File: config.mk
export PLATFORM = sky130hd
export DESIGN_NAME = lfu_cache_table_flat
export DESIGN_NICKNAME = d
export VERILOG_FILES = /design/src/sv/lfu_pkg.sv /design/src/sv/lfu_chan_if.sv /design/src/sv/lfu_ram.sv /design/src/sv/lfu_scan.sv /design/src/sv/lfu_cache_table.sv /design/src/flat_wrapper.sv
export SDC_FILE = /design/constraint.sdc
export NUM_CORES = 2
export LEC_CHECK = 0
export BUFFER_PORTS_ARGS = -buffer_cell sky130_fd_sc_hd__buf_2
export CAP_MARGIN = 20
export CORE_MARGIN = 4
export CORE_UTILIZATION = 40
export CTS_BUF_LIST = sky130_fd_sc_hd__clkbuf_8
export CTS_CLUSTER_SIZE = 24
export DETAILED_ROUTE_END_ITERATION = 10
export GPL_ROUTABILITY_DRIVEN = 0
export HOLD_SLACK_MARGIN = 0.03
export PLACE_DENSITY = 0.66
export SLEW_MARGIN = 10
export SYNTH_ARGS = -nofsm -noshare
export SYNTH_HDL_FRONTEND = slang
export SYNTH_SLANG_ARGS = --single-unit
File: constraint.sdc
create_clock -name clock -period 22 [get_ports clock]
set_input_delay 6.6 -clock clock [delete_from_list [all_inputs] [get_ports clock]]
set_output_delay 6.6 -clock clock [all_outputs]
set_load 0.02 [all_outputs]
File: src/sv/lfu_pkg.sv
// lfu cache table shared types and constants
`default_nettype none

package lfu_pkg;

   localparam int KEY_W = 32;
   localparam int VAL_W = 32;
   localparam int CNT_W = 32;
   localparam int CAP_W = 5;

   localparam logic [CAP_W-1:0] CAP_RESET = 5'd16;
   localparam logic [CNT_W-1:0] CNT_MAX   = 32'hFFFF_FFFF;
   localparam logic [CNT_W-1:0] CNT_ONE   = 32'd1;

   localparam logic OP_GET = 1'b0;
   localparam logic OP_PUT = 1'b1;

   // running outcome of one scan over the table
   typedef struct packed {
      logic             found;
      logic             have_free;
      logic             have_victim;
      logic [VAL_W-1:0] hit_value;
      logic [CNT_W-1:0] hit_count;
      logic [KEY_W-1:0] victim_key;
   } lfu_scan_res_type;

endpackage

`default_nettype wire

File: src/sv/lfu_chan_if.sv
// request and response channel interfaces of the lfu cache table
`default_nettype none

interface lfu_req_if;
   logic                       valid;
   logic                       ready;
   logic                       opcode;
   logic [lfu_pkg::KEY_W-1:0]  lookup_key;
   logic [lfu_pkg::VAL_W-1:0]  write_value;

   modport source (output valid, output opcode, output lookup_key, output write_value,
                   input ready);
   modport sink   (input valid, input opcode, input lookup_key, input write_value,
                   output ready);
endinterface

interface lfu_rsp_if;
   logic                       valid;
   logic                       ready;
   logic                       found;
   logic [lfu_pkg::VAL_W-1:0]  read_value;
   logic                       evicted;
   logic [lfu_pkg::KEY_W-1:0]  evicted_key;

   modport source (output valid, output found, output read_value, output evicted,
                   output evicted_key, input ready);
   modport sink   (input valid, input found, input read_value, input evicted,
                   input evicted_key, output ready);
endinterface

`default_nettype wire

File: src/sv/lfu_ram.sv
// generic single write port, single registered read port ram
`default_nettype none

module lfu_ram #(
   parameter int WIDTH = 32,
   parameter int DEPTH = 16,
   localparam int ADDR_W = (DEPTH > 1) ? $clog2(DEPTH) : 1
) (
   input  logic                     clock,
   input  logic                     wr_en,
   input  logic [ADDR_W-1:0]        wr_addr,
   input  logic [WIDTH-1:0]         wr_data,
   input  logic [ADDR_W-1:0]        rd_addr,
   output logic [WIDTH-1:0]         rd_data
);

   logic [WIDTH-1:0] mem_ff [DEPTH];
   logic [WIDTH-1:0] rd_data_ff;

   // write port
   always_ff @(posedge clock) begin
      if (wr_en) begin
         mem_ff[wr_addr] <= wr_data;
      end
   end

   // registered read port
   always_ff @(posedge clock) begin
      rd_data_ff <= mem_ff[rd_addr];
   end

   assign rd_data = rd_data_ff;

endmodule

`default_nettype wire

File: src/sv/lfu_scan.sv
// shared compare unit: key match, victim selection and free slot search
`default_nettype none

module lfu_scan #(
   parameter int ENTRIES = 16,
   localparam int IDX_W = (ENTRIES > 1) ? $clog2(ENTRIES) : 1
) (
   input  logic                          clock,
   input  logic                          reset,
   input  logic                          start,
   input  logic                          step_en,
   input  logic [IDX_W-1:0]              step_idx,
   input  logic                          step_valid,
   input  logic [lfu_pkg::KEY_W-1:0]     step_key,
   input  logic [lfu_pkg::VAL_W-1:0]     step_value,
   input  logic [lfu_pkg::CNT_W-1:0]     step_count,
   input  logic [IDX_W-1:0]              step_rank,
   input  logic [lfu_pkg::KEY_W-1:0]     match_key,
   output lfu_pkg::lfu_scan_res_type     res,
   output logic [IDX_W-1:0]              hit_idx,
   output logic [IDX_W-1:0]              hit_rank,
   output logic [IDX_W-1:0]              victim_idx,
   output logic [IDX_W-1:0]              victim_rank,
   output logic [IDX_W-1:0]              free_idx
);

   logic                        found_ff;
   logic                        have_free_ff;
   logic                        have_victim_ff;
   logic [IDX_W-1:0]            hit_idx_ff;
   logic [IDX_W-1:0]            hit_rank_ff;
   logic [lfu_pkg::VAL_W-1:0]   hit_value_ff;
   logic [lfu_pkg::CNT_W-1:0]   hit_count_ff;
   logic [IDX_W-1:0]            victim_idx_ff;
   logic [IDX_W-1:0]            victim_rank_ff;
   logic [lfu_pkg::CNT_W-1:0]   victim_count_ff;
   logic [lfu_pkg::KEY_W-1:0]   victim_key_ff;
   logic [IDX_W-1:0]            free_idx_ff;
   logic                        better_victim;

   // lower use count wins, then the less recent entry
   assign better_victim = !have_victim_ff || (step_count < victim_count_ff) ||
                          ((step_count == victim_count_ff) && (step_rank < victim_rank_ff));

   // accumulate one entry per step
   always_ff @(posedge clock) begin
      if (reset || start) begin
         found_ff       <= 1'b0;
         have_free_ff   <= 1'b0;
         have_victim_ff <= 1'b0;
      end else if (step_en) begin
         if (step_valid) begin
            if (!found_ff && (step_key == match_key)) begin
               found_ff     <= 1'b1;
               hit_idx_ff   <= step_idx;
               hit_rank_ff  <= step_rank;
               hit_value_ff <= step_value;
               hit_count_ff <= step_count;
            end
            if (better_victim) begin
               have_victim_ff  <= 1'b1;
               victim_idx_ff   <= step_idx;
               victim_rank_ff  <= step_rank;
               victim_count_ff <= step_count;
               victim_key_ff   <= step_key;
            end
         end else if (!have_free_ff) begin
            have_free_ff <= 1'b1;
            free_idx_ff  <= step_idx;
         end
      end
   end

   assign res = '{found:       found_ff,
                  have_free:   have_free_ff,
                  have_victim: have_victim_ff,
                  hit_value:   hit_value_ff,
                  hit_count:   hit_count_ff,
                  victim_key:  victim_key_ff};
   assign hit_idx         = hit_idx_ff;
   assign hit_rank        = hit_rank_ff;
   assign victim_idx      = victim_idx_ff;
   assign victim_rank     = victim_rank_ff;
   assign free_idx        = free_idx_ff;

endmodule

`default_nettype wire

File: src/sv/lfu_cache_table.sv
// lfu cache table: fully associative store, least frequently used replacement
// a request is taken only when idle; the block scans every entry, decides, runs a rank
// update pass for hits and evicting puts, writes back where needed and then responds,
// once the response register is free, before it takes the next request; the scan and
// the rank pass each read one entry per cycle through the single read port of the entry rams
// reset: synchronous; table empty, capacity 16, no response pending
`default_nettype none

module lfu_cache_table #(
   parameter int ENTRIES = 16
) (
   input  logic                        clock,
   input  logic                        reset,
   lfu_req_if.sink                     req_chan,
   lfu_rsp_if.source                   rsp_chan,
   input  logic                        csr_wr_en,
   input  logic [lfu_pkg::CAP_W-1:0]   csr_wr_data
);

   localparam int IDX_W = (ENTRIES > 1) ? $clog2(ENTRIES) : 1;
   localparam int OCC_W = $clog2(ENTRIES + 1);
   localparam int CMP_W = (OCC_W > lfu_pkg::CAP_W) ? OCC_W : lfu_pkg::CAP_W;
   localparam logic [OCC_W-1:0] PASS_END = OCC_W'(ENTRIES);

   typedef enum logic [2:0] {
      ST_IDLE,
      ST_SCAN,
      ST_DECIDE,
      ST_SWEEP,
      ST_WRITE,
      ST_RESP
   } state_type;

   state_type                   state_ff;
   logic [lfu_pkg::CAP_W-1:0]   cap_ff;
   logic [ENTRIES-1:0]          valid_ff;
   logic [OCC_W-1:0]            occ_ff;
   logic                        op_ff;
   logic [lfu_pkg::KEY_W-1:0]   key_ff;
   logic [lfu_pkg::VAL_W-1:0]   wval_ff;
   logic [OCC_W-1:0]            rd_cnt_ff;
   logic                        pipe_vld_ff;
   logic [IDX_W-1:0]            pipe_idx_ff;
   logic [IDX_W-1:0]            old_rank_ff;
   logic [IDX_W-1:0]            tgt_ff;
   logic [IDX_W-1:0]            tgt_rank_ff;
   logic [lfu_pkg::CNT_W-1:0]   tgt_cnt_ff;
   logic                        do_insert_ff;
   logic                        do_value_ff;
   logic                        found_ff;
   logic [lfu_pkg::VAL_W-1:0]   rdval_ff;
   logic                        ev_ff;
   logic [lfu_pkg::KEY_W-1:0]   evkey_ff;
   logic                        rsp_valid_ff;
   logic                        rsp_found_ff;
   logic [lfu_pkg::VAL_W-1:0]   rsp_rdval_ff;
   logic                        rsp_ev_ff;
   logic [lfu_pkg::KEY_W-1:0]   rsp_evkey_ff;

   logic                        accept;
   logic                        pass_done;
   logic [IDX_W-1:0]            rd_addr;
   logic [CMP_W-1:0]            cap_w;
   logic [CMP_W-1:0]            occ_w;
   logic [IDX_W-1:0]            last_rank;
   logic [lfu_pkg::CNT_W-1:0]   bumped_cnt;
   logic                        pipe_entry_valid;

   logic                        evict_now;
   state_type                   decide_state;
   logic [lfu_pkg::VAL_W-1:0]   rdval_in;
   logic                        ev_in;
   logic [lfu_pkg::KEY_W-1:0]   evkey_in;
   logic                        do_insert_in;
   logic                        do_value_in;
   logic [IDX_W-1:0]            old_rank_in;
   logic [IDX_W-1:0]            tgt_in;
   logic [IDX_W-1:0]            tgt_rank_in;
   logic [lfu_pkg::CNT_W-1:0]   tgt_cnt_in;

   logic [lfu_pkg::KEY_W-1:0]   key_rd;
   logic [lfu_pkg::VAL_W-1:0]   val_rd;
   logic [lfu_pkg::CNT_W-1:0]   cnt_rd;
   logic [IDX_W-1:0]            rank_rd;
   logic                        rank_we;
   logic [IDX_W-1:0]            rank_waddr;
   logic [IDX_W-1:0]            rank_wdata;
   logic                        sweep_dec;

   lfu_pkg::lfu_scan_res_type   scan_res;
   logic [IDX_W-1:0]            hit_idx;
   logic [IDX_W-1:0]            hit_rank;
   logic [IDX_W-1:0]            victim_idx;
   logic [IDX_W-1:0]            victim_rank;
   logic [IDX_W-1:0]            free_idx;

   // handshake and pass control
   assign req_chan.ready   = (state_ff == ST_IDLE);
   assign accept           = req_chan.valid && (state_ff == ST_IDLE);
   assign pass_done        = (rd_cnt_ff == PASS_END);
   assign rd_addr          = rd_cnt_ff[IDX_W-1:0];
   assign pipe_entry_valid = valid_ff[pipe_idx_ff];

   // effective capacity and derived values
   assign cap_w      = (CMP_W'(cap_ff) > CMP_W'(ENTRIES)) ? CMP_W'(ENTRIES) : CMP_W'(cap_ff);
   assign occ_w      = CMP_W'(occ_ff);
   assign last_rank  = IDX_W'(occ_ff - OCC_W'(1));
   assign bumped_cnt = (scan_res.hit_count == lfu_pkg::CNT_MAX) ? lfu_pkg::CNT_MAX :
                       scan_res.hit_count + lfu_pkg::CNT_ONE;

   // rank update pass closes the gap above the removed or touched rank
   assign sweep_dec  = (state_ff == ST_SWEEP) && pipe_vld_ff && pipe_entry_valid &&
                       (rank_rd > old_rank_ff);
   assign rank_we    = sweep_dec || (state_ff == ST_WRITE);
   assign rank_waddr = (state_ff == ST_SWEEP) ? pipe_idx_ff : tgt_ff;
   assign rank_wdata = (state_ff == ST_SWEEP) ? (rank_rd - IDX_W'(1)) : tgt_rank_ff;

   // outcome of the scan: response fields and the write-back plan
   always_comb begin
      evict_now    = 1'b0;
      decide_state = ST_RESP;
      rdval_in     = '0;
      ev_in        = 1'b0;
      evkey_in     = '0;
      do_insert_in = 1'b0;
      do_value_in  = 1'b0;
      old_rank_in  = hit_rank;
      tgt_in       = hit_idx;
      tgt_rank_in  = last_rank;
      tgt_cnt_in   = bumped_cnt;
      if (op_ff == lfu_pkg::OP_GET) begin
         // get: hit touches the entry, miss answers at once
         if (scan_res.found) begin
            rdval_in     = scan_res.hit_value;
            decide_state = ST_SWEEP;
         end
      end else if (cap_w != '0) begin
         // capacity zero ignores the put entirely
         if (scan_res.found) begin
            // put on a present key: overwrite and touch
            do_value_in  = 1'b1;
            decide_state = ST_SWEEP;
         end else begin
            // put on a new key
            tgt_cnt_in = lfu_pkg::CNT_ONE;
            if ((occ_w >= cap_w) && (occ_ff != '0) && scan_res.have_victim) begin
               evict_now    = 1'b1;
               old_rank_in  = victim_rank;
               ev_in        = 1'b1;
               evkey_in     = scan_res.victim_key;
               do_insert_in = 1'b1;
               do_value_in  = 1'b1;
               tgt_in       = (scan_res.have_free && (free_idx < victim_idx)) ?
                              free_idx : victim_idx;
               decide_state = ST_SWEEP;
            end else if (scan_res.have_free) begin
               do_insert_in = 1'b1;
               do_value_in  = 1'b1;
               tgt_in       = free_idx;
               tgt_rank_in  = IDX_W'(occ_ff);
               decide_state = ST_WRITE;
            end
         end
      end
   end

   // entry stores
   lfu_ram #(.WIDTH(lfu_pkg::KEY_W), .DEPTH(ENTRIES)) u_key_ram (
      .clock   (clock),
      .wr_en   ((state_ff == ST_WRITE) && do_insert_ff),
      .wr_addr (tgt_ff),
      .wr_data (key_ff),
      .rd_addr (rd_addr),
      .rd_data (key_rd)
   );

   lfu_ram #(.WIDTH(lfu_pkg::VAL_W), .DEPTH(ENTRIES)) u_val_ram (
      .clock   (clock),
      .wr_en   ((state_ff == ST_WRITE) && do_value_ff),
      .wr_addr (tgt_ff),
      .wr_data (wval_ff),
      .rd_addr (rd_addr),
      .rd_data (val_rd)
   );

   lfu_ram #(.WIDTH(lfu_pkg::CNT_W), .DEPTH(ENTRIES)) u_cnt_ram (
      .clock   (clock),
      .wr_en   (state_ff == ST_WRITE),
      .wr_addr (tgt_ff),
      .wr_data (tgt_cnt_ff),
      .rd_addr (rd_addr),
      .rd_data (cnt_rd)
   );

   lfu_ram #(.WIDTH(IDX_W), .DEPTH(ENTRIES)) u_rank_ram (
      .clock   (clock),
      .wr_en   (rank_we),
      .wr_addr (rank_waddr),
      .wr_data (rank_wdata),
      .rd_addr (rd_addr),
      .rd_data (rank_rd)
   );

   // shared compare unit fed one entry per cycle during the scan
   lfu_scan #(.ENTRIES(ENTRIES)) u_scan (
      .clock       (clock),
      .reset       (reset),
      .start       (accept),
      .step_en     ((state_ff == ST_SCAN) && pipe_vld_ff),
      .step_idx    (pipe_idx_ff),
      .step_valid  (pipe_entry_valid),
      .step_key    (key_rd),
      .step_value  (val_rd),
      .step_count  (cnt_rd),
      .step_rank   (rank_rd),
      .match_key   (key_ff),
      .res         (scan_res),
      .hit_idx     (hit_idx),
      .hit_rank    (hit_rank),
      .victim_idx  (victim_idx),
      .victim_rank (victim_rank),
      .free_idx    (free_idx)
   );

   // sequencer, table bookkeeping and response register
   always_ff @(posedge clock) begin
      if (reset) begin
         state_ff     <= ST_IDLE;
         cap_ff       <= lfu_pkg::CAP_RESET;
         valid_ff     <= '0;
         occ_ff       <= '0;
         rd_cnt_ff    <= '0;
         pipe_vld_ff  <= 1'b0;
         do_insert_ff <= 1'b0;
         do_value_ff  <= 1'b0;
         rsp_valid_ff <= 1'b0;
      end else begin
         if (csr_wr_en) begin
            cap_ff <= csr_wr_data;
         end
         // response taken; the response state reloads it on its own
         if (rsp_valid_ff && rsp_chan.ready && (state_ff != ST_RESP)) begin
            rsp_valid_ff <= 1'b0;
         end

         case (state_ff)
            ST_IDLE: begin
               if (accept) begin
                  op_ff       <= req_chan.opcode;
                  key_ff      <= req_chan.lookup_key;
                  wval_ff     <= req_chan.write_value;
                  rd_cnt_ff   <= '0;
                  pipe_vld_ff <= 1'b0;
                  state_ff    <= ST_SCAN;
               end
            end

            ST_SCAN, ST_SWEEP: begin
               pipe_vld_ff <= !pass_done;
               pipe_idx_ff <= rd_addr;
               if (!pass_done) begin
                  rd_cnt_ff <= rd_cnt_ff + OCC_W'(1);
               end else if (state_ff == ST_SCAN) begin
                  state_ff <= ST_DECIDE;
               end else begin
                  state_ff <= ST_WRITE;
               end
            end

            ST_DECIDE: begin
               rd_cnt_ff    <= '0;
               pipe_vld_ff  <= 1'b0;
               found_ff     <= scan_res.found;
               rdval_ff     <= rdval_in;
               ev_ff        <= ev_in;
               evkey_ff     <= evkey_in;
               do_insert_ff <= do_insert_in;
               do_value_ff  <= do_value_in;
               old_rank_ff  <= old_rank_in;
               tgt_ff       <= tgt_in;
               tgt_rank_ff  <= tgt_rank_in;
               tgt_cnt_ff   <= tgt_cnt_in;
               state_ff     <= decide_state;
               // victim leaves the table before the rank pass
               if (evict_now) begin
                  valid_ff[victim_idx] <= 1'b0;
                  occ_ff               <= occ_ff - OCC_W'(1);
               end
            end

            ST_WRITE: begin
               if (do_insert_ff) begin
                  valid_ff[tgt_ff] <= 1'b1;
                  occ_ff           <= occ_ff + OCC_W'(1);
               end
               state_ff <= ST_RESP;
            end

            ST_RESP: begin
               if (!rsp_valid_ff || rsp_chan.ready) begin
                  rsp_valid_ff <= 1'b1;
                  rsp_found_ff <= found_ff;
                  rsp_rdval_ff <= rdval_ff;
                  rsp_ev_ff    <= ev_ff;
                  rsp_evkey_ff <= evkey_ff;
                  state_ff     <= ST_IDLE;
               end
            end

            default: begin
               state_ff <= ST_IDLE;
            end
         endcase
      end
   end

   // response channel
   assign rsp_chan.valid       = rsp_valid_ff;
   assign rsp_chan.found       = rsp_found_ff;
   assign rsp_chan.read_value  = rsp_rdval_ff;
   assign rsp_chan.evicted     = rsp_ev_ff;
   assign rsp_chan.evicted_key = rsp_evkey_ff;

endmodule

`default_nettype wire

File: src/flat_wrapper.sv
// flat-port wrapper written by rule: the top's interface ports become plain ports
module lfu_cache_table_flat 
#(
   parameter int ENTRIES = 16
)
  (clock, reset, csr_wr_en, csr_wr_data, req_chan_valid, req_chan_opcode, req_chan_lookup_key, req_chan_write_value, req_chan_ready, rsp_chan_valid, rsp_chan_found, rsp_chan_read_value, rsp_chan_evicted, rsp_chan_evicted_key, rsp_chan_ready);
  lfu_req_if req_chan_i ();
  lfu_rsp_if rsp_chan_i ();
  input  logic clock;
  input  logic reset;
  input  logic csr_wr_en;
  input  logic [lfu_pkg::CAP_W-1:0] csr_wr_data;
  input wire logic [$bits(req_chan_i.valid)-1:0] req_chan_valid;
  input wire logic [$bits(req_chan_i.opcode)-1:0] req_chan_opcode;
  input wire logic [$bits(req_chan_i.lookup_key)-1:0] req_chan_lookup_key;
  input wire logic [$bits(req_chan_i.write_value)-1:0] req_chan_write_value;
  output wire logic [$bits(req_chan_i.ready)-1:0] req_chan_ready;
  output wire logic [$bits(rsp_chan_i.valid)-1:0] rsp_chan_valid;
  output wire logic [$bits(rsp_chan_i.found)-1:0] rsp_chan_found;
  output wire logic [$bits(rsp_chan_i.read_value)-1:0] rsp_chan_read_value;
  output wire logic [$bits(rsp_chan_i.evicted)-1:0] rsp_chan_evicted;
  output wire logic [$bits(rsp_chan_i.evicted_key)-1:0] rsp_chan_evicted_key;
  input wire logic [$bits(rsp_chan_i.ready)-1:0] rsp_chan_ready;
  assign req_chan_i.valid = req_chan_valid;
  assign req_chan_i.opcode = req_chan_opcode;
  assign req_chan_i.lookup_key = req_chan_lookup_key;
  assign req_chan_i.write_value = req_chan_write_value;
  assign req_chan_ready = req_chan_i.ready;
  assign rsp_chan_valid = rsp_chan_i.valid;
  assign rsp_chan_found = rsp_chan_i.found;
  assign rsp_chan_read_value = rsp_chan_i.read_value;
  assign rsp_chan_evicted = rsp_chan_i.evicted;
  assign rsp_chan_evicted_key = rsp_chan_i.evicted_key;
  assign rsp_chan_i.ready = rsp_chan_ready;
  lfu_cache_table #(.ENTRIES(ENTRIES)) u_core (.clock(clock), .reset(reset), .req_chan(req_chan_i), .rsp_chan(rsp_chan_i), .csr_wr_en(csr_wr_en), .csr_wr_data(csr_wr_data));
endmodule
Yosys cells after proc, flatten, opt, wreduce, memory -nomap -nowiden
Memory sizes are Yosys's and may differ from the RTL's. A register that Yosys moved wholly into a read port is not among the register bits.
Index checks and enable logic that the tools add are counted.
{"block": "classes", "addsub": 5, "n_lt_le_gt_ge": 11, "n_eq_ne": 16, "n_mux": 73, "n_bitwise": 11, "n_reduce_logical": 47}
{"operator": "32-bit two-way mux", "n": 4}
{"operator": "4-bit two-way mux", "n": 17}
{"operator": "32-bit == test", "n": 2}
{"operator": "32-bit by 1-bit adder with 32-bit output, second input constant", "n": 1}
{"operator": "32-bit == test, second input constant", "n": 1}
{"operator": "32-bit less-than comparator", "n": 1}
{"operator": "16-bit two-way mux", "n": 2}
{"operator": "16-bit case mux with 2 select lines", "n": 1}
{"operator": "1-bit two-way mux", "n": 28}
{"operator": "3-bit two-way mux", "n": 9}
{"operator": "5-bit two-way mux", "n": 5}
{"operator": "3-bit AND reduction", "n": 7}
{"operator": "16-bit bitwise AND", "n": 1}
{"operator": "1-bit logical AND", "n": 16}
{"operator": "16-bit NOT", "n": 1}
{"operator": "16-bit bitwise OR", "n": 1}
{"operator": "4-bit by 5-bit less-than comparator with 1-bit output, second input constant", "n": 3}
{"operator": "3-bit case mux with 5 select lines", "n": 1}
{"operator": "5-bit case mux with 3 select lines", "n": 1}
{"operator": "4-bit AND reduction", "n": 3}
{"operator": "5-bit by 1-bit adder with 5-bit output, second input constant", "n": 2}
{"operator": "2-bit by 1-bit inequality test with 1-bit output, second input constant", "n": 5}
{"operator": "5-bit case mux with 2 select lines", "n": 1}
{"operator": "5-bit nonzero test", "n": 2}
{"operator": "25 further kinds", "n": 48}
{"block": "totals", "regBits": 434, "ramBits": 1600, "input_bits": 75, "output_inout_bits": 68, "word_cells": 204, "mem_count": 4}
{"name": "u_core.u_cnt_ram.mem_ff", "words": 16, "word_bits": 32, "rd": 1, "rd_clocked_by_memory_dff": 1, "wr": 1, "line": "lfu_ram.sv:17", "source": "logic [WIDTH-1:0] mem_ff [DEPTH];"}
{"name": "u_core.u_key_ram.mem_ff", "words": 16, "word_bits": 32, "rd": 1, "rd_clocked_by_memory_dff": 1, "wr": 1, "line": "lfu_ram.sv:17"}
{"name": "u_core.u_val_ram.mem_ff", "words": 16, "word_bits": 32, "rd": 1, "rd_clocked_by_memory_dff": 1, "wr": 1, "line": "lfu_ram.sv:17"}
{"name": "u_core.u_rank_ram.mem_ff", "words": 16, "word_bits": 4, "rd": 1, "rd_clocked_by_memory_dff": 1, "wr": 1, "line": "lfu_ram.sv:17"}

Longest topological paths before layout
{"block": "logic_depth", "depth_word": 11, "ltp_mapped": 11, "mapped_depth_nobuf": 9}

By module
A second synthesis with hierarchy kept.
{"block": "unflattened", "hier_cells": 3795, "area_unflattened_um2": 79613.9}
{"mod": "lfu_ram at u_core.u_cnt_ram ...", "instances": 3, "cells_per_inst": 838, "area_each_um2": 19835.3, "seq_area_each_um2": 16015.4}
{"mod": "lfu_cache_table", "instances": 1, "cells_per_inst": 820, "area_each_um2": 11618.6, "seq_area_each_um2": 8117.8}
{"mod": "lfu_scan", "instances": 1, "cells_per_inst": 331, "area_each_um2": 5823.1, "seq_area_each_um2": 4504.3}
{"mod": "lfu_ram at u_core.u_rank_ram", "instances": 1, "cells_per_inst": 130, "area_each_um2": 2666.3, "seq_area_each_um2": 2001.9}

Least setup slack after synthesis
Ideal clock, no wire load.
{"block": "synth_timing", "path_type": "input-to-reg", "startpoint": "input reset", "endpoint": "register u_core.u_scan.victim_count_ff[0] (netlist name), enable pin", "setup_time_ns": 0.609, "t_arrival_ns": 12.203, "required_ns": 21.391, "path_slack_ns": 9.188, "stages": 3, "path_buffers": 0, "cell_sequence": "nor2_1 nand3_1 o31ai_1"}
{"block": "synth_between", "elab_chain_len": 3}
{"element": "from (decl)", "line": "flat_wrapper.sv:10", "source": "input logic reset;"}
{"element": "1-bit logical OR", "line": "lfu_scan.sv:47", "source": "if (reset || start) begin"}
{"element": "1-bit NOT (no source line)"}
{"element": "4-bit AND reduction (no source line)"}
{"element": "to (signal assigned)", "line": "lfu_scan.sv:64", "source": "victim_count_ff <= step_count;"}
{"element": "to (decl)", "line": "lfu_scan.sv:36", "source": "logic [lfu_pkg::CNT_W-1:0] victim_count_ff;"}
Every way passes these cells.
A chain may end at the register's enable or synchronous reset.

Worst setup path after layout
{"block": "layout_timing", "startpoint": "register u_core.state_ff[2]", "endpoint": "output req_chan_ready"}
{"block": "layout_between", "elab_chain_len": 1}
{"element": "from (decl)", "line": "lfu_cache_table.sv:34", "source": "state_type state_ff;"}
{"element": "from (signal assigned)", "line": "lfu_cache_table.sv:283", "source": "state_ff <= decide_state;"}
{"element": "3-bit zero test", "line": "lfu_cache_table.sv:98", "source": "assign req_chan.ready = (state_ff == ST_IDLE);"}
{"element": "to (decl)", "line": "flat_wrapper.sv:17", "source": "output wire logic [$bits(req_chan_i.ready)-1:0] req_chan_ready;"}
Every way passes these cells.

==> results.md <==
STA:
- Setup repair after global routing left no endpoint under its margin.
- At the pin with the least slew margin, the transition time is 1.06 ns.
- Setup total negative slack on the finished layout was measured at 0 ns.
- The ratio of final minimum period to clock period is about two fifths.
- The fmax is 0.113 GHz.
- Clock skew on the completed layout was measured at between 0.09 and 0.1 ns.
- The tightest hold path in the finished design has a slack of 0.400 ns.
- Counting I/O delays and the setup requirement, the final critical path takes 8.88 ns.
- The number of hold violations in the final report was 0.
- The total of endpoints with negative setup slack in the final report is 0.
- In this run the tightest slew margin relative to its limit is 29.1%.
- The final-report max-slew violation count is 0.

Detailed routing:
- The total vias in the final route is 36,800.
- The post-detailed-routing wire length is roughly 180 mm.
- Dividing the detail-routed wire length by the instance count gives 25.8 um.
- The routed design uses 86.9 mm of met2 wire.
- The highest metal layer carrying signal wires in the routed design is met5.
- The remaining routing DRC violations is 0.
- The pre-antenna-repair detailed-routing pass consisted of 5 iterations.
- The violation count after the first detailed-routing iteration is about 3,900.
- Wire segments on met3 add up to 11.7 mm in the final route.
- The detailed router put a total of 73.6 mm of wire on met1.
- The antenna violation net count after detailed routing is 0.
- The via density per instance is 5.37.

Synth:
- In the post-synthesis netlist, the biggest area contributors are sky130_fd_sc_hd__edfxtp_1, sky130_fd_sc_hd__mux4_2, sky130_fd_sc_hd__dfxtp_1.
- The most instantiated flip-flop cell in the synthesis netlist is sky130_fd_sc_hd__edfxtp_1.
- The synthesized netlist occupies a cell area of 79,400 sq um.
- The register area share after synthesis is 79.0%.
- After synthesis, the mean cell area works out to 22.5 sq um.
- For this run, the number of Yosys warnings is 0.
- The share of synthesized flip-flops with an asynchronous set or reset is 0%.
- Counting every instance in the synthesized netlist gives between 3,000 and 4,000.
- The flip-flop and latch count after synthesis is 2,134.
- The post-synthesis cell type count is 65.
- Counting every net in the synthesized netlist gives 3,649.
- The number of enable-type register cells in the synthesized netlist is between 1,500 and 2,000.
- The area share of the largest cell type after synthesis is 75.4%.
- sky130_fd_sc_hd__edfxtp_1 takes more of the synthesized area than any other cell.

Critical path:
- The sort of element at the end of the critical path is an output port.
- The critical path is of the register to output port type.
- In this run the worst path has a maximum fanout of 19.
- The arrival time at the worst endpoint is ~2.3 ns.
- The worst setup path is launched from a register.
- The required arrival time at the worst endpoint is 15.40 ns.

Finish:
- The layout overhead on the synthesized area is 13.8%.
- The post-route netlist has 30.0% of its cells at a drive strength greater than 1.
- Summing all multi-input logic gate instances after layout gives 16,000 sq um.
- The most frequent standard cell in the layout excluding fill and tap cells is sky130_fd_sc_hd__edfxtp_1.
- Leaving out fill and tap cells, the most frequent cells in the layout are sky130_fd_sc_hd__edfxtp_1, sky130_fd_sc_hd__mux4_2, sky130_fd_sc_hd__clkbuf_8.
- The final core utilization is 45.7%.
- The final non-filler cell area is 90,300 sq um.
- The post-layout net count is 4,081.
- The total of fill cells in the finished design is 16,400.
- Summing all flip-flop and latch instances after layout gives about 63,000 sq um.

Placement:
- The placed instances occupy a cell area of 83,600 sq um.
- The number of port buffers is roughly 140.
- The HPWL reported at the end of detailed placement is 91.7 mm.

Global route:
- The global-route congestion overflow total is 0.
- The number of global-route vias before repair is between 30,000 and 40,000.
- Entering global routing, the biggest net connects 94 pins.
- The initial antenna violation count is 9.
- Global routing consumed, over all layers together, 17.1% of the routing resources.
- The first global-routing pass estimated 257 mm of wire.

Floorplan:
- The overall die height is 453 um.
- The initial core utilization is 40.2%.
- The number of placement rows is 163.
- The core outline area is 197,000 sq um.
- The overall die area is approximately 210,000 sq um.
- 143 I/O pins were placed.
- The floorplan die width is 453 um.

Power and ir drop:
- The static leakage is around 29 nW.
- The total power of the final layout is just under 0.008 W.
- The peak supply drop is 0.0677 mV.
- Power spread over the standard cell area amounts to roughly 88 nW/um^2.

CTS:
- The worst-case clock buffer depth is 4.
- The clock network latency to the later pin of the worst-skew pair is approximately 1.1 ns.
- CTS built an H-tree with a depth of 5.
- The tree built by TritonCTS fans out to 2,134 sinks.
- The total CTS buffers is 353.
- The CTS tree is yes.
- After clock tree synthesis, the clock-pin slew on the worst setup and hold paths is about 0.06 ns.
- For this design, the CTS-stage hold fixing added 0 buffers.
- The number of instances resized during post-cts repair is 0.
- CTS placed an instance of sky130_fd_sc_hd__clkbuf_8 at the clock tree root.
- In this run the post-CTS setup repair buffer count came out at 0.

Run status:
- The flow ran to the end, and the final reports show no timing, DRC or antenna violations.

Hold path:
- The path class of the tightest hold or removal check is register to register.

Run:
- The number of max-capacitance violations reported is 0.
==> registers in the layout (all words and copies together), names as in the netlist, 64 cells and up <==
signal,cells
u_core.u_cnt_ram.mem_ff,512
u_core.u_key_ram.mem_ff,512
u_core.u_rank_ram.mem_ff,64
u_core.u_val_ram.mem_ff,512
==> cells in the mapped netlist (9+ instances only) <==
| master | count |
|---|---|
| sky130_fd_sc_hd__a211oi_1 | 12 |
| sky130_fd_sc_hd__nor2_1 | 78 |
| sky130_fd_sc_hd__dfxtp_1 | 141 |
| sky130_fd_sc_hd__edfxtp_1 | 1993 |
| sky130_fd_sc_hd__xor2_1 | 30 |
| sky130_fd_sc_hd__nand3_1 | 26 |
| sky130_fd_sc_hd__mux2i_1 | 10 |
| sky130_fd_sc_hd__o21ai_0 | 16 |
| sky130_fd_sc_hd__a31oi_1 | 17 |
| sky130_fd_sc_hd__a21oi_1 | 56 |
| sky130_fd_sc_hd__xnor2_1 | 31 |
| sky130_fd_sc_hd__nand4_1 | 22 |
| sky130_fd_sc_hd__clkbuf_1 | 91 |
| sky130_fd_sc_hd__nor4_1 | 9 |
| sky130_fd_sc_hd__and2_1 | 99 |
| sky130_fd_sc_hd__buf_2 | 54 |
| sky130_fd_sc_hd__mux4_2 | 504 |
| sky130_fd_sc_hd__ha_1 | 53 |
| sky130_fd_sc_hd__nand2_1 | 39 |
| sky130_fd_sc_hd__nor3_1 | 49 |
| sky130_fd_sc_hd__inv_1 | 71 |
| sky130_fd_sc_hd__nand2b_1 | 10 |
==> cell families (layout without fill, tap and decap cells) <==
logic type	Yosys count	after routing	share of synthesized area, %
flip-flops	2134	2134	79.0
adder cells (fa/ha/maj)	53	53	0.836
AND/OR/NAND/NOR	383	383	2.66
buffers and inverters	222	918	1.15
AO/OA/AOI/OAI	149	149	1.22
XOR/XNOR	61	61	0.673
multiplexers	519	519	14.5
other	0	5	0
==> routing by layer <==
metal,track usage (%),up-vias
met5,0,-
met4,5.54,4
met3,3.15,326
met2,27.5,1410
met1,23.7,19500
li1,-,15500
==> per-stage QoR <==
stage / worst slack (ns) / std cells
floorplan: 9.19 / 3521
CTS: 13.02 / 6854
global route: 12.94 / 6860
finish: 13.12 / 6862
global placement: 12.67 / 6235
detailed placement: 12.62 / 6235
==> final cells by class <==
| cell class | instances | area share, % |
|---|---|---|
| Tap cell | 2640 | 3.66 |
| Clock inverter | 219 | 1.29 |
| Timing Repair Buffer | 228 | 1.53 |
| Multi-Input combinational cell | 1165 | 17.7 |
| Sequential cell | 2134 | 69.4 |
| Antenna cell | 5 | 0.0139 |
| Clock buffer | 400 | 6.10 |
| Inverter | 71 | 0.295 |
==> power by group <==
| part | switching [W] | internal [W] | leakage, nW |
|---|---|---|---|
| sequential | 0.0000354 | 0.00442 | 19.1 |
| clock | 0.00151 | 0.00177 | 3.86 |
| combinational | 0.0000799 | 0.0000966 | 5.68 |
==> worst paths after layout <==
path | startpoint | endpoint | slack [ns] | depth (start not counted)
worst min register to register | u_core.u_val_ram.rd_data[22] | u_core.u_scan.hit_value_ff[22] | 0.40 | 0
worst max-delay path | u_core.state_ff[2] | req_chan_ready | 13.12 | 2
worst min-delay path | u_core.u_val_ram.rd_data[22] | u_core.u_scan.hit_value_ff[22] | 0.40 | 0
worst max register to register | u_core.rd_cnt_ff[0] | u_core.u_val_ram.rd_data[22] | 17.31 | 5
==> critical path, stage by stage, from the launching register on <==
cell	delay [ns]
sky130_fd_sc_hd__dfxtp_1	0.47
sky130_fd_sc_hd__nor3_1	0.51
sky130_fd_sc_hd__buf_2	0.31
No activity file was read; power rests on OpenSTA's default activity.
